## src/rtl/depth_roi_obstacle_stats_assert.svh

```systemverilog
// Assertion macros for the depth region statistics block.
`ifndef DEPTH_ROI_OBSTACLE_STATS_ASSERT_SVH
`define DEPTH_ROI_OBSTACLE_STATS_ASSERT_SVH

// same-cycle implication
`define DROS_ASSERT_NOW(label, ante, cons) \
	label: assert property (@(posedge clk) disable iff (!arst_n) (ante) |-> (cons)) \
		else $error("assertion failed");

// next-cycle implication
`define DROS_ASSERT_NEXT(label, ante, cons) \
	label: assert property (@(posedge clk) disable iff (!arst_n) (ante) |=> (cons)) \
		else $error("assertion failed");

`endif

```

## src/rtl/dros_pkg.sv

```systemverilog
// ----------------------------------------------------------------------------
// dros_pkg
// Shared types and constants of the depth region obstacle statistics block.
// ----------------------------------------------------------------------------
package dros_pkg;

	localparam int CFG_DATA_W = 24;
	localparam int CFG_IDX_W  = 3;

	typedef enum logic [CFG_IDX_W-1:0] {
		CFG_ROI_X_LO  = 3'd0,
		CFG_ROI_X_HI  = 3'd1,
		CFG_ROI_Y_LO  = 3'd2,
		CFG_ROI_Y_HI  = 3'd3,
		CFG_PPY_Q4    = 3'd4,
		CFG_FLOOR_LIM = 3'd5,
		CFG_DETECT    = 3'd6
	} cfg_idx_t;

	typedef struct packed {
		logic [10:0] roi_x_lo;
		logic [10:0] roi_x_hi;
		logic [10:0] roi_y_lo;
		logic [10:0] roi_y_hi;
		logic [14:0] ppy_q4;
		logic [23:0] floor_limit;
		logic [9:0]  detect_dist_raw;
	} cfg_t;

	localparam logic [10:0] RST_ROI_X_LO = 11'd0;
	localparam logic [10:0] RST_ROI_X_HI = 11'd640;
	localparam logic [10:0] RST_ROI_Y_LO = 11'd0;
	localparam logic [10:0] RST_ROI_Y_HI = 11'd480;
	localparam logic [14:0] RST_PPY_Q4   = 15'd3840;
	localparam logic [23:0] RST_FLOOR    = 24'd960000;
	localparam logic [9:0]  RST_DETECT   = 10'd500;

	typedef enum logic [2:0] {
		ST_CLEAR,
		ST_RUN,
		ST_WAIT,
		ST_SCAN,
		ST_TAIL,
		ST_CALC
	} state_t;

	typedef struct packed {
		logic accept;
		logic sweep_clear;
		logic sweep_scan;
		logic calc;
	} cmd_t;

	typedef struct packed {
		logic fend_busy;
		logic frame_done;
		logic sweep_last;
		logic out_full;
	} sts_t;

endpackage

```

## src/rtl/dros_ctrl.sv

```systemverilog
// ----------------------------------------------------------------------------
// dros_ctrl
// Sequencer: clear sweep after reset, pixel run, histogram scan, result load.
// ----------------------------------------------------------------------------
module dros_ctrl (
	input  logic            clk,
	input  logic            arst_n,
	input  dros_pkg::sts_t  sts,
	output dros_pkg::cmd_t  cmd
);

	dros_pkg::state_t state_q, state_d;

	always_ff @(posedge clk or negedge arst_n) begin
		if (!arst_n) begin
			state_q <= dros_pkg::ST_CLEAR;
		end else begin
			state_q <= state_d;
		end
	end

	always_comb begin
		state_d = state_q;
		unique case (state_q)
			dros_pkg::ST_CLEAR: begin
				if (sts.sweep_last) state_d = dros_pkg::ST_RUN;
			end
			dros_pkg::ST_RUN: begin
				if (sts.frame_done) state_d = sts.out_full ? dros_pkg::ST_WAIT : dros_pkg::ST_SCAN;
			end
			dros_pkg::ST_WAIT: begin
				if (!sts.out_full) state_d = dros_pkg::ST_SCAN;
			end
			dros_pkg::ST_SCAN: begin
				if (sts.sweep_last) state_d = dros_pkg::ST_TAIL;
			end
			dros_pkg::ST_TAIL: state_d = dros_pkg::ST_CALC;
			dros_pkg::ST_CALC: state_d = dros_pkg::ST_RUN;
			default: state_d = dros_pkg::ST_CLEAR;
		endcase
	end

	always_comb begin
		cmd = '0;
		unique case (state_q)
			dros_pkg::ST_CLEAR: cmd.sweep_clear = 1'b1;
			dros_pkg::ST_RUN:   cmd.accept = !sts.fend_busy;
			dros_pkg::ST_SCAN:  cmd.sweep_scan = 1'b1;
			dros_pkg::ST_CALC:  cmd.calc = 1'b1;
			default:            cmd = '0;
		endcase
	end

endmodule

```

## config.mk

```make
export PLATFORM = sky130hd
export DESIGN_NAME = dros_ctrl
export DESIGN_NICKNAME = d
export VERILOG_FILES = /design/src/rtl/depth_roi_obstacle_stats_assert.svh /design/src/rtl/dros_pkg.sv /design/src/rtl/dros_ctrl.sv
export SDC_FILE = /design/constraint.sdc
export NUM_CORES = 1
export LEC_CHECK = 0
export BUFFER_PORTS_ARGS = -buffer_cell sky130_fd_sc_hd__buf_2
export CORE_AREA = 2 2 39 41
export CTS_CLUSTER_SIZE = 12
export DETAILED_ROUTE_END_ITERATION = 8
export DIE_AREA = 0 0 41 43
export SYNTH_ARGS = -nofsm -noshare
export SYNTH_HDL_FRONTEND = slang
export SYNTH_SLANG_ARGS = --single-unit
```

## constraint.sdc

```tcl
create_clock -name clk -period 1.95 [get_ports clk]
set_clock_uncertainty 0.1 [all_clocks]
set_input_delay 0.0975 -clock clk [delete_from_list [all_inputs] [get_ports clk]]
set_output_delay 0.0975 -clock clk [all_outputs]
set_load 0.03 [all_outputs]
```

==> run_results.csv, run 1 <==
group,metric,value,unit
logic_synthesis,synth_edf_count,0,
critical_path,reg2reg_slack,0.71,ns
floorplan,ioPinCount,10,
critical_path,path_class,"reg2out",
critical_path,start_kind,"register",
power,internal_power,259,µW
floorplan,dieHeight,43,µm
critical_path,cpPeakStageDelay,0.49,ns
placed_design,detailed_place_hpwl,338,µm
floorplan,start_util,0.140,
route,wl,481,µm
global_routing,met1_usage,0.0839,
floorplan,die_area,1760,µm²
logic_synthesis,synth_top_area_frac,0.387,
logic_synthesis,ys_warn_count,0,
global_routing,grt.busiest_layer,"met3",
global_routing,antenna_found_initial,0,
timing,rsz0062_at_grt,"false",
global_routing,gr-usage-all-layers,0.0824,
placed_design,gp_congestion,0.687,
timing,hold_violations,0,
logic_synthesis,synth_area_per_cell,9.24,µm²
floorplan,coreArea,1380,µm²
layout,reg_top3,"state_q x3",
power,pwr-share-comb,0.445,
clocking,cts_resized,0,
placed_design,io_buffers,9,
critical_path,path_delay_family,"flip-flops",
timing,fmax,657,MHz
layout,top_register,"state_q",
logic_synthesis,synth_common_cells,"dfrtp_1, nand2_1, nor2_1",
power,p_leak,0.141,nW
floorplan,std_cell_rows,14,
clocking,clock-sinks,3,
logic_synthesis,synthesis.nets,27,
power,clockPowerShare,0.237,
critical_path,crit_path_end_kind,"output port",
worst_hold_path,hold_start,"sts[1]",
critical_path,crit-reg2reg-launch,"state_q[0]",
clocking,ctsHtreeMaxLevel,1,
logic_synthesis,synthTopCellsByArea,"dfrtp_1, mux2_4, buf_6, nand2_1, and3b_2",
layout,drive_gt1_frac,0.471,
logic_synthesis,ys_seq_area_frac,0.387,
timing,tightest_slew,0.285,ns
timing,setup_ws,0.428,ns
timing,slew_headroom,0.810,
flow_run,drv_cap,0,
clocking,cts_root_buf,"clkbuf_4",
route,drcViolationCount,0,
logic_synthesis,ys_types,16,
power,power.share.switching,0.456,
logic_synthesis,ys.flop_type,"dfrtp_1",
run_status,status,"complete, no violations",
clocking,clk_pin_slew,0.03,ns
layout,area_growth_syn_to_layout,46.5,%
global_routing,overflow,0,
critical_path,worst_ep_required_time,1.75,ns
timing,period_minus_slack,1.52,ns
global_routing,grt_max_degree,10,
timing,maxSlewViolCount,0,
clocking,postCtsSetupBuffers,0,
route,drtIter0Drc,2,
clocking,clk_latency,0.24,ns
power,switchingPower,217,µW
timing,fin_crit_sh,0.780,
power,seqPwrFrac,0.318,
floorplan,die_w,41,µm
timing,setup_viol,0,
logic_synthesis,ys_ff_latch,3,
logic_synthesis,syn_area,194,µm²
route,wire_per_inst,9.62,µm
power,ir_drop,632,µV
critical_path,critPathMaxFanout,9,
placed_design,dp_slack,0.672,ns
clocking,cts_tree,"yes",
global_routing,grt_pass1_vias,190,
global_routing,grtUsageMet2,0.0813,
worst_hold_path,whs_path_depth,3,
placed_design,place_area,248,µm²
critical_path,crit_slowest_cell,"dfrtp_1",
global_routing,use_met3,0.0942,
power,power.density,1680,nW/µm²
timing,setup_tns,0,ns
clocking,cts_made_buffers,3,
layout,layout.nets,41,
critical_path,cp_num_buf_inv,2,
critical_path,reg2reg_to,"state_q[0]",
layout,largest_reg_flops,3,
worst_hold_path,min_to,"state_q[2]",
worst_hold_path,hp-class,"in2reg",
layout,finalInstanceArea,284,µm²
global_routing,grt_pass1_wl,800,µm
critical_path,arrival,1.32,ns
critical_path,rr_worst_depth,3,
clocking,clock_path_buffers,2,
logic_synthesis,async_flop_share,1.00,
critical_path,crit_cells,3,
logic_synthesis,synth_cells,21,
layout,antenna_cells,0,
critical_path,crit_path_cell_trace,"inv_1 > nor4_1 > buf_2",
route,postRouteAntennaNets,0,
logic_synthesis,synth_top_area_cell,"dfrtp_1",
route,first_pass_iters,2,
route,drt-vias-per-instance,4.02,
route,num_vias,201,
## power by group through the flow
stage / combinational [mW] / clock (mW) / sequential (mW)
after floorplan: 0.201 / 0 / 0.120
after global placement: 0.210 / 0 / 0.146
after detailed placement: 0.212 / 0 / 0.151
after CTS: 0.215 / 0.117 / 0.149
after global routing: 0.232 / 0.125 / 0.161
final: 0.212 / 0.113 / 0.151
## kinds of logic after synthesis
kind of cell	Yosys count	share of synthesized area
AO/OA/AOI/OAI	5	0.181
buffers and inverters	2	0.0774
flip-flops	3	0.387
multiplexers	1	0.0774
AND/OR/NAND/NOR	10	0.277
## final cells by class
type	instances	area [µm²]
Fill cell	156	1100
Multi-Input combinational cell	16	104
Sequential cell	3	75.1
Timing Repair Buffer	10	55.1
Clock buffer	4	26.3
Tap cell	16	20.0
Inverter	1	3.75
## layout by cell type (no fill, tap or decap)
master / count
dfrtp_1: 3
inv_1: 1
a31oi_1: 1
o21ai_0: 1
nand3b_1: 1
nor2_1: 2
mux2_4: 1
o21ai_2: 1
a21oi_1: 1
nor4_1: 1
and3b_2: 1
dlygate4sd3_1: 1
nor3_1: 1
o31a_2: 1
buf_2: 9
nand2b_1: 1
clkbuf_1: 1
clkbuf_4: 3
nand2_1: 3
## through the flow
stage | instances | util | hold WS (ns) | power (mW)
2_1_floorplan | 21 | - | -0.298 | 0.322
3_3_place_gp | 45 | 0.179 | -0.205 | 0.356
3_5_place_dp | 45 | 0.179 | -0.205 | 0.362
4_1_cts | 50 | 0.205 | 0.0187 | 0.481
5_1_grt | 50 | 0.205 | 0.0268 | 0.517
6_report | 50 | 0.205 | 0.0198 | 0.476
## what timing repair did
action	in CTS	in global routing
endpoints found under the hold margin	3	0
hold buffers	1	0
endpoints found under the setup margin	0	0
## per-layer routing
layer | routed length [µm] | part of all wire
met5 | 0 | 0
met4 | 0 | 0
met3 | 51 | 0.11
met2 | 211 | 0.44
met1 | 218 | 0.45
## worst min-delay path, delay by kind of cell
kind            cells  cell delay, ns
simple gates        1            0.05
compound gates      1            0.06
buf+inv             1            0.11
## worst max-delay path by stage
| stage | startpoint | to | slack [ns] |
|---|---|---|---|
| after global placement | state_q[0] | cmd[3] | 0.72 |
| after global routing | state_q[0] | cmd[3] | 0.33 |
| after detailed placement | state_q[0] | cmd[3] | 0.67 |
| final | state_q[0] | cmd[3] | 0.43 |
| after CTS | state_q[0] | cmd[3] | 0.41 |
| after floorplan | state_q[0] | cmd[3] | 0.29 |
No activity file was read; power rests on OpenSTA's default activity.
==> run 2, diff against run 1 <==
Clock period 1.95 ns to 1.2 ns, I/O delays scaled along.
==> run 2 against run 1 <==
  * The run now ends with setup timing left
  * Critical endpoint unchanged
  * Sequential cell count unchanged
  * Via count up 25%
  * Setup slack worse by 0.48 ns
  * Utilization grew 11 points
  * Largest power group unchanged
  * Clock-buffer cell count unchanged
  * First-iteration DRC count unchanged
  * Power increased by 140%
==> run_results.csv, run 2 (synthesized netlist as in run 1, its figures left out) <==
group,metric,value,unit
power,clockPowerShare,0.154,
power,switchingPower,445,µW
worst_hold_path,hp-class,"in2async",
floorplan,coreArea,1380,µm²
layout,mostFrequentLayoutCells,"buf_4, buf_2, buf_6",
global_routing,grt_pass1_vias,227,
layout,largest_reg_flops,3,
timing,whs,0.0517,ns
route,first_pass_iters,4,
power,power.share.switching,0.386,
timing,rsz0062_at_grt,"true",
timing,tightest_slew,0.187,ns
critical_path,critPathMaxFanout,5,
timing,hold_violations,0,
route,num_vias,251,
critical_path,start_kind,"register",
clocking,clock_path_buffers,2,
global_routing,grt_max_degree,6,
route,postRouteAntennaNets,0,
layout,antenna_cells,0,
layout,layout.nets,53,
layout,top_register,"state_q",
clocking,clk_latency,0.23,ns
clocking,clock-sinks,3,
power,ir_drop,578,µV
clocking,cts_made_buffers,3,
critical_path,path_class,"reg2out",
power,seqPwrFrac,0.192,
critical_path,reg2reg_slack,-0.05,ns
floorplan,ioPinCount,10,
power,p_leak,0.207,nW
timing,setup_tns,-0.157,ns
route,wire_per_inst,9.27,µm
clocking,cts_root_buf,"clkbuf_4",
timing,fmax,797,MHz
global_routing,antenna_found_initial,0,
flow_run,drv_cap,0,
placed_design,io_buffers,9,
placed_design,gp_congestion,0.816,
timing,slew_headroom,0.874,
route,drt-vias-per-instance,4.05,
critical_path,crit_path_end_kind,"output port",
timing,setup_viol,5,
floorplan,dieHeight,43,µm
timing,fin_crit_sh,1.05,
layout,reg_top3,"state_q x3",
route,drtIter0Drc,2,
power,pwr-share-comb,0.654,
critical_path,crit-reg2reg-launch,"state_q[0]",
clocking,clk_pin_slew,0.04,ns
critical_path,rr_worst_depth,4,
power,internal_power,710,µW
layout,drive_gt1_frac,0.761,
timing,maxSlewViolCount,0,
route,wl,575,µm
timing,setup_ws,-0.0546,ns
global_routing,overflow,0,
layout,final_common_cell,"buf_4",
run_status,failed_checks,"setup timing",
global_routing,grt_pass1_wl,814,µm
critical_path,reg2reg_to,"state_q[0]",
floorplan,die_area,1760,µm²
power,power.density,2620,nW/µm²
floorplan,std_cell_rows,14,
global_routing,gr-usage-all-layers,0.0744,
layout,area_growth_syn_to_layout,127,%
clocking,cts_tree,"yes",
critical_path,arrival,1.09,ns
clocking,ctsHtreeMaxLevel,1,
run_status,status,"finished, violations left",
route,drcViolationCount,0,
timing,period_minus_slack,1.25,ns
floorplan,die_w,41,µm
critical_path,worst_ep_required_time,1.04,ns
floorplan,start_util,0.140,
-- run 2: cell types whose count changed in the layout (fill, tap and decap cells not counted), sizes merged --
cell	before	now
dlygate4sd3	1	3
buf	9	19
-- run 2: worst max-delay path: stages, from the launching register on --
cell and delay, ns:
dfrtp_2 0.39, inv_2 0.05, nor4_2 0.23, buf_4 0.19
-- run 2: how the worst max path moves through the flow --
stage / slack [ns] / depth (start not counted) / startpoint / endpoint
floorplan: -0.10 / 3 / state_q[0] / cmd[3]
global placement: 0.03 / 3 / state_q[0] / state_q[0]
detailed placement: 0.003 / 3 / state_q[0] / state_q[0]
CTS: -0.07 / 3 / state_q[0] / cmd[3]
global route: -0.12 / 3 / state_q[0] / cmd[3]
finish: -0.05 / 3 / state_q[0] / cmd[3]
-- run 2: repair_timing --
item | 4_1_cts | 5_1_grt
endpoints found under the hold margin | 5 | 0
endpoints found under the setup margin | 5 | 6
hold buffers | 3 | 0
buffers inserted | 5 | 4
pin swaps | 2 | 3
cloned | 0 | 0
gates resized for setup | 11 | 6
-- run 2: layout make-up --
class	count	area, µm²
fillers	159	943
clock buffers	4	26.3
well taps	16	20.0
flip-flops and latches	3	78.8
inverters	1	3.75
repair buffers	22	179
multi-input cells	16	133
-- run 2: power by group through the flow --
stage          Sequential (mW)  Combinational, mW  Clock, mW
2_1_floorplan            0.205              0.342          0
3_3_place_gp             0.245              0.382          0
3_5_place_dp             0.250              0.382          0
4_1_cts                  0.229              0.612      0.189
5_1_grt                  0.235              0.809      0.193
6_report                 0.222              0.755      0.178
-- run 2: routing by layer --
| layer | vias to the layer above | GRT usage | wire (µm) |
|---|---|---|---|
| met5 | - | 0 | 0 |
| met4 | 0 | 0.100 | 0 |
| met3 | 0 | 0.0157 | 33 |
| met2 | 8 | 0.0938 | 305 |
| met1 | 118 | 0.0841 | 236 |
| li1 | 125 | - | - |
-- run 2: through the flow --
step                      instances  area [µm²]  setup WS (ns)  utilization  total power [mW]
after CTS                        58         389        -0.0741        0.281              1.03
final                            62         440        -0.0546        0.318              1.15
after global placement           46         267         0.0268        0.193             0.627
after global routing             62         440         -0.120        0.318              1.24
after detailed placement         46         267        0.00272        0.193             0.632
after floorplan                  21         205         -0.101            -             0.547
